File: src/sv/sam_pkg.sv
// Shared constants, sequencer codes and the controller/datapath link structs
// for the suffix automaton builder. No dependencies.
package sam_pkg;

  localparam int MaxChars   = 1024;
  localparam int MaxStates  = 2 * MaxChars;
  localparam int Alphabet   = 26;
  localparam int StW        = $clog2(MaxStates);      // state index
  localparam int CntW       = StW + 1;                // state count / signed link
  localparam int SymW       = 5;                      // symbol port width
  localparam int KW         = $clog2(Alphabet + 1);   // column counter
  localparam int TAddrW     = StW + SymW;             // transition row is padded to 32

  localparam logic [KW-1:0]   KLast   = KW'(Alphabet - 1);
  localparam logic [KW-1:0]   KEnd    = KW'(Alphabet);
  localparam logic [SymW-1:0] SymMax  = SymW'(Alphabet - 1);
  localparam logic [CntW-1:0] CntFull = CntW'(MaxStates - 1);

  // sequencer codes, also used as datapath operation codes
  localparam logic [3:0] ST_INIT  = 4'd0;
  localparam logic [3:0] ST_IDLE  = 4'd1;
  localparam logic [3:0] ST_CLR   = 4'd2;
  localparam logic [3:0] ST_ZCUR  = 4'd3;
  localparam logic [3:0] ST_WRD   = 4'd4;
  localparam logic [3:0] ST_WCK   = 4'd5;
  localparam logic [3:0] ST_LQ    = 4'd6;
  localparam logic [3:0] ST_LQ2   = 4'd7;
  localparam logic [3:0] ST_CPY   = 4'd8;
  localparam logic [3:0] ST_RRD   = 4'd9;
  localparam logic [3:0] ST_RCK   = 4'd10;
  localparam logic [3:0] ST_LINKQ = 4'd11;
  localparam logic [3:0] ST_FIN   = 4'd12;

  typedef struct packed {
    logic [3:0]    op;
    logic [KW-1:0] k;
    logic          accept;
  } cmd_t;

  typedef struct packed {
    logic p_neg;
    logic hit_zero;
    logic hit_q;
    logic len_eq;
    logic full;
  } stat_t;

endpackage

File: src/sv/sam_ctrl.sv
// Sequencer for the suffix automaton builder: steps the datapath through
// clear, allocate, link walk, clone copy and redirect. Uses sam_pkg.
module sam_ctrl (
  input  logic            clk_i,
  input  logic            rst_ni,
  input  logic            start_i,
  input  logic            kind_i,
  input  sam_pkg::stat_t  stat_i,
  output sam_pkg::cmd_t   cmd_o,
  output logic            busy_o
);

  logic [3:0]             state_q, state_d;
  logic [sam_pkg::KW-1:0] k_q, k_d;
  logic                   accept;

  assign accept = start_i && (state_q == sam_pkg::ST_IDLE);
  assign busy_o = (state_q != sam_pkg::ST_IDLE);

  always_comb begin
    cmd_o.op     = state_q;
    cmd_o.k      = k_q;
    cmd_o.accept = accept;
  end

  always_comb begin
    state_d = state_q;
    k_d     = k_q + sam_pkg::KW'(1);
    case (state_q)
      sam_pkg::ST_INIT: begin
        if (k_q == sam_pkg::KLast) begin
          state_d = sam_pkg::ST_IDLE;
        end
      end
      sam_pkg::ST_IDLE: begin
        k_d = '0;
        if (accept) begin
          if (kind_i) begin
            state_d = sam_pkg::ST_CLR;
          end else if (stat_i.full) begin
            state_d = sam_pkg::ST_FIN;
          end else begin
            state_d = sam_pkg::ST_ZCUR;
          end
        end
      end
      sam_pkg::ST_CLR: begin
        if (k_q == sam_pkg::KLast) begin
          state_d = sam_pkg::ST_FIN;
        end
      end
      sam_pkg::ST_ZCUR: begin
        if (k_q == sam_pkg::KLast) begin
          state_d = sam_pkg::ST_WRD;
        end
      end
      sam_pkg::ST_WRD: begin
        state_d = stat_i.p_neg ? sam_pkg::ST_FIN : sam_pkg::ST_WCK;
      end
      sam_pkg::ST_WCK: begin
        state_d = stat_i.hit_zero ? sam_pkg::ST_WRD : sam_pkg::ST_LQ;
      end
      sam_pkg::ST_LQ: begin
        state_d = sam_pkg::ST_LQ2;
      end
      sam_pkg::ST_LQ2: begin
        k_d     = '0;
        state_d = stat_i.len_eq ? sam_pkg::ST_FIN : sam_pkg::ST_CPY;
      end
      sam_pkg::ST_CPY: begin
        // read column k while writing column k-1 of the clone
        if (k_q == sam_pkg::KEnd) begin
          state_d = sam_pkg::ST_RRD;
        end
      end
      sam_pkg::ST_RRD: begin
        state_d = stat_i.p_neg ? sam_pkg::ST_LINKQ : sam_pkg::ST_RCK;
      end
      sam_pkg::ST_RCK: begin
        state_d = stat_i.hit_q ? sam_pkg::ST_RRD : sam_pkg::ST_LINKQ;
      end
      sam_pkg::ST_LINKQ: begin
        state_d = sam_pkg::ST_FIN;
      end
      sam_pkg::ST_FIN: begin
        state_d = sam_pkg::ST_IDLE;
      end
      default: begin
        state_d = sam_pkg::ST_IDLE;
      end
    endcase
  end

  always_ff @(posedge clk_i or negedge rst_ni) begin
    if (!rst_ni) begin
      state_q <= sam_pkg::ST_INIT;
      k_q     <= '0;
    end else begin
      state_q <= state_d;
      k_q     <= k_d;
    end
  end

endmodule

File: config.mk
export PLATFORM = sky130hd
export DESIGN_NAME = sam_ctrl
export DESIGN_NICKNAME = d
export VERILOG_FILES = /design/src/sv/sam_pkg.sv /design/src/sv/sam_ctrl.sv
export SDC_FILE = /design/constraint.sdc
export NUM_CORES = 1
export LEC_CHECK = 0
export ABC_AREA = 1
export BUFFER_PORTS_ARGS = -buffer_cell sky130_fd_sc_hd__buf_2
export CAP_MARGIN = 20
export CORE_UTILIZATION = 50
export DETAILED_ROUTE_END_ITERATION = 16
export GPL_ROUTABILITY_DRIVEN = 0
export PLACE_DENSITY = 0.84
export SLEW_MARGIN = 10
export SYNTH_ARGS = -nofsm -noshare
export SYNTH_HDL_FRONTEND = slang
export SYNTH_SLANG_ARGS = --single-unit
File: constraint.sdc
create_clock -name clk_i -period 2.7 [get_ports clk_i]
set_input_delay 0.135 -clock clk_i [delete_from_list [all_inputs] [get_ports clk_i]]
set_output_delay 0.135 -clock clk_i [all_outputs]
set_load 0.02 [all_outputs]
==> flow_metrics.env <==
export IMPL_outcome="completed"
export IMPL_cts_num_sinks=9
export IMPL_pin_count=20
export IMPL_drt_iter0_drc=10
export IMPL_vias_per_cell=5.13
export IMPL_max_clock_freq_mhz=633
export IMPL_core_area_um2=1280
export IMPL_worstSetupEndpointType="primary output"
export IMPL_finalCritPeriodShare=0.585
export IMPL_cts_root_buf="clkbuf_4"
export IMPL_final_hold_viol_count=0
export IMPL_port_buffers=19
export IMPL_area_delta_synth_final_pct=19.0
export IMPL_routed_via_count=703
export IMPL_synth_nets=112
export IMPL_cp_required_ns=2.57
export IMPL_relSlewSlack=0.703
export IMPL_wl_mm=1.49
export IMPL_crit_path_cell_trace="inv_2, nor2_2, nand2_2, nor2_1, buf_2"
export IMPL_firstDrtPassIters=4
export IMPL_hold_class="primary input to flop"
export IMPL_drv_cap=0
export IMPL_fin_nets=135
export IMPL_final_antenna_net_count=0
export IMPL_crit_type="flop to primary output"
export IMPL_period_needed_ns=1.58
export IMPL_antenna_found_initial=0
export IMPL_drc_errors=0
export IMPL_leakage_nw=0.469
export IMPL_cp_slowest_cell="dfrtp_1"
export IMPL_finalClockSkew_ns=0.00213
export IMPL_grt_pass1_vias=556
export IMPL_cts_resized=0
export IMPL_slew_violations=0
export IMPL_clockBufferDepth=2
export IMPL_syn_avg_cell_area_um2=6.91
export IMPL_cp_slowest_stage_delay_ns=0.62
export IMPL_yosysWarnings=0
export IMPL_grt_pass1_wl_mm=2.39
export IMPL_die_h_um=39.2
export IMPL_ir_drop_mv=0.526
export IMPL_crit_family="flip-flops"
export IMPL_final_setup_tns_ns=0
export IMPL_clk_latency_ns=0.27
export IMPL_start_util=0.537
export IMPL_seq_area_frac_synth=0.326
export IMPL_rsz0062_at_grt="false"
export IMPL_power_density_nw_per_um2=1120
export IMPL_cp_start_kind="flop"
export IMPL_crit_arrival_ns=1.45
export IMPL_syn_cell_area_um2=691
export IMPL_diodes=0
export IMPL_grt_usage=0.241
export IMPL_h_tree_depth=1
export IMPL_cp_max_fo=10
export IMPL_worst_pin_slew_ns=0.446
export IMPL_ys_seq_elements=9
export IMPL_ctsHoldBuffers=1
export IMPL_post_drt_wl_per_cell_um=10.9
export IMPL_grt_max_degree=11
export IMPL_fin_util=0.640
export IMPL_postCtsSetupBuffers=0
export IMPL_fp_row_count=13
export IMPL_drive_above_1_share=0.311
export IMPL_netlist_instances=100
export IMPL_dpl_hpwl_mm=1.16
export IMPL_crit_buf_inv=2
export IMPL_dieArea_um2=1530
export IMPL_final_cell_mix="nor2_1 (20), nand2_1 (20), buf_2 (19), nand3_1 (11), dfrtp_1 (9)"
export IMPL_fp_dieW_um=39.2
export IMPL_cts_clk_slew_worst_paths_ns=0.06
export IMPL_cts_buffers=3
export IMPL_cts_tree="yes"
export IMPL_fill_cells=121
export IMPL_grt_ovfl_total=0
export IMPL_setup_viol=0
export IMPL_synth_cell_types=22
[per-layer routing]
layer	vias to the layer above	GRT usage	wire length, µm
li1	356	-	-
met2	24	0.400	699
met4	0	0.103	18
met5	-	0	0
met3	2	0.0694	85
met1	321	0.284	690
[state kept, by name (all words and copies together), names as in the netlist]
| register | count |
|---|---|
| state_q | 4 |
| k_q | 5 |
[worst register-to-register path: cells and delay by family, from the launching register on]
| kind | cells | cell delay (ns) |
|---|---|---|
| AO/OA/AOI/OAI | 1 | 0.05 |
| flip-flops | 1 | 0.54 |
| AND/OR/NAND/NOR | 5 | 0.58 |
| buffers and inverters | 2 | 0.10 |
[cell usage after synthesis]
cell | n | share of area
nand2_1 | 20 | 0.11
nor2_1 | 20 | 0.11
nand3_1 | 11 | 0.080
dfrtp_1 | 9 | 0.33
inv_1 | 8 | 0.043
inv_2 | 5 | 0.027
nand2_2 | 4 | 0.036
ha_1 | 3 | 0.054
nor2_2 | 3 | 0.027
o21ai_0 | 3 | 0.022
a21oi_1 | 2 | 0.014
xor2_1 | 2 | 0.025
a31oi_1 | 1 | 0.0091
buf_4 | 1 | 0.011
buf_6 | 1 | 0.016
clkinv_1 | 1 | 0.0054
nand2_4 | 1 | 0.016
nand3b_2 | 1 | 0.016
nor2_4 | 1 | 0.016
o211ai_1 | 1 | 0.011
o21ai_2 | 1 | 0.013
xnor2_1 | 1 | 0.013
[where the power goes]
| group | leakage, nW | internal, mW | switching (mW) | total, mW |
|---|---|---|---|---|
| combinational | 0.338 | 0.183 | 0.348 | 0.531 |
| clock | 0.0150 | 0.0571 | 0.0491 | 0.106 |
| sequential | 0.116 | 0.187 | 0.0931 | 0.280 |
[worst paths after layout]
kind                             from          to  slack, ns  depth (start not counted)
hold / removal                 kind_i  state_q[2]       0.21                          4
setup / recovery           state_q[0]    cmd_o[0]       1.12                          5
min in group asynchronous      rst_ni  state_q[3]       0.25                          2
setup reg to reg           state_q[0]  state_q[3]       1.32                          8
max in group asynchronous      rst_ni  state_q[1]       2.27                          2
hold reg to reg                k_q[0]      k_q[0]       0.54                          1
[layout make-up]
class,count,area (µm²),share of cell area
Tap cell,15,18.8,0.0228
Clock buffer,4,26.3,0.0320
Inverter,14,52.6,0.0639
Timing Repair Buffer,20,105,0.128
Multi-Input combinational cell,75,394,0.479
Sequential cell,9,225,0.274
[logic make-up after synthesis]
family | Yosys count | synth area share
simple gates | 61 | 0.409
buf+inv | 16 | 0.103
flops | 9 | 0.326
compound gates | 8 | 0.0688
xor+xnor | 3 | 0.0381
fa+ha+maj | 3 | 0.0544
[through the flow]
| step | cells | cell area [µm²] | power (mW) | hold WS, ns | setup slack (ns) |
|---|---|---|---|---|---|
| after floorplan | 100 | 691 | 0.688 | -0.161 | 1.40 |
| after global placement | 132 | 786 | 0.796 | -0.00610 | 1.35 |
| after detailed placement | 132 | 786 | 0.809 | -0.00338 | 1.35 |
| after CTS | 137 | 822 | 0.921 | 0.201 | 1.11 |
| after global routing | 137 | 822 | 1.00 | 0.221 | 0.991 |
| final | 137 | 822 | 0.917 | 0.213 | 1.12 |
Note: power is estimated with default switching activity, not from simulation.
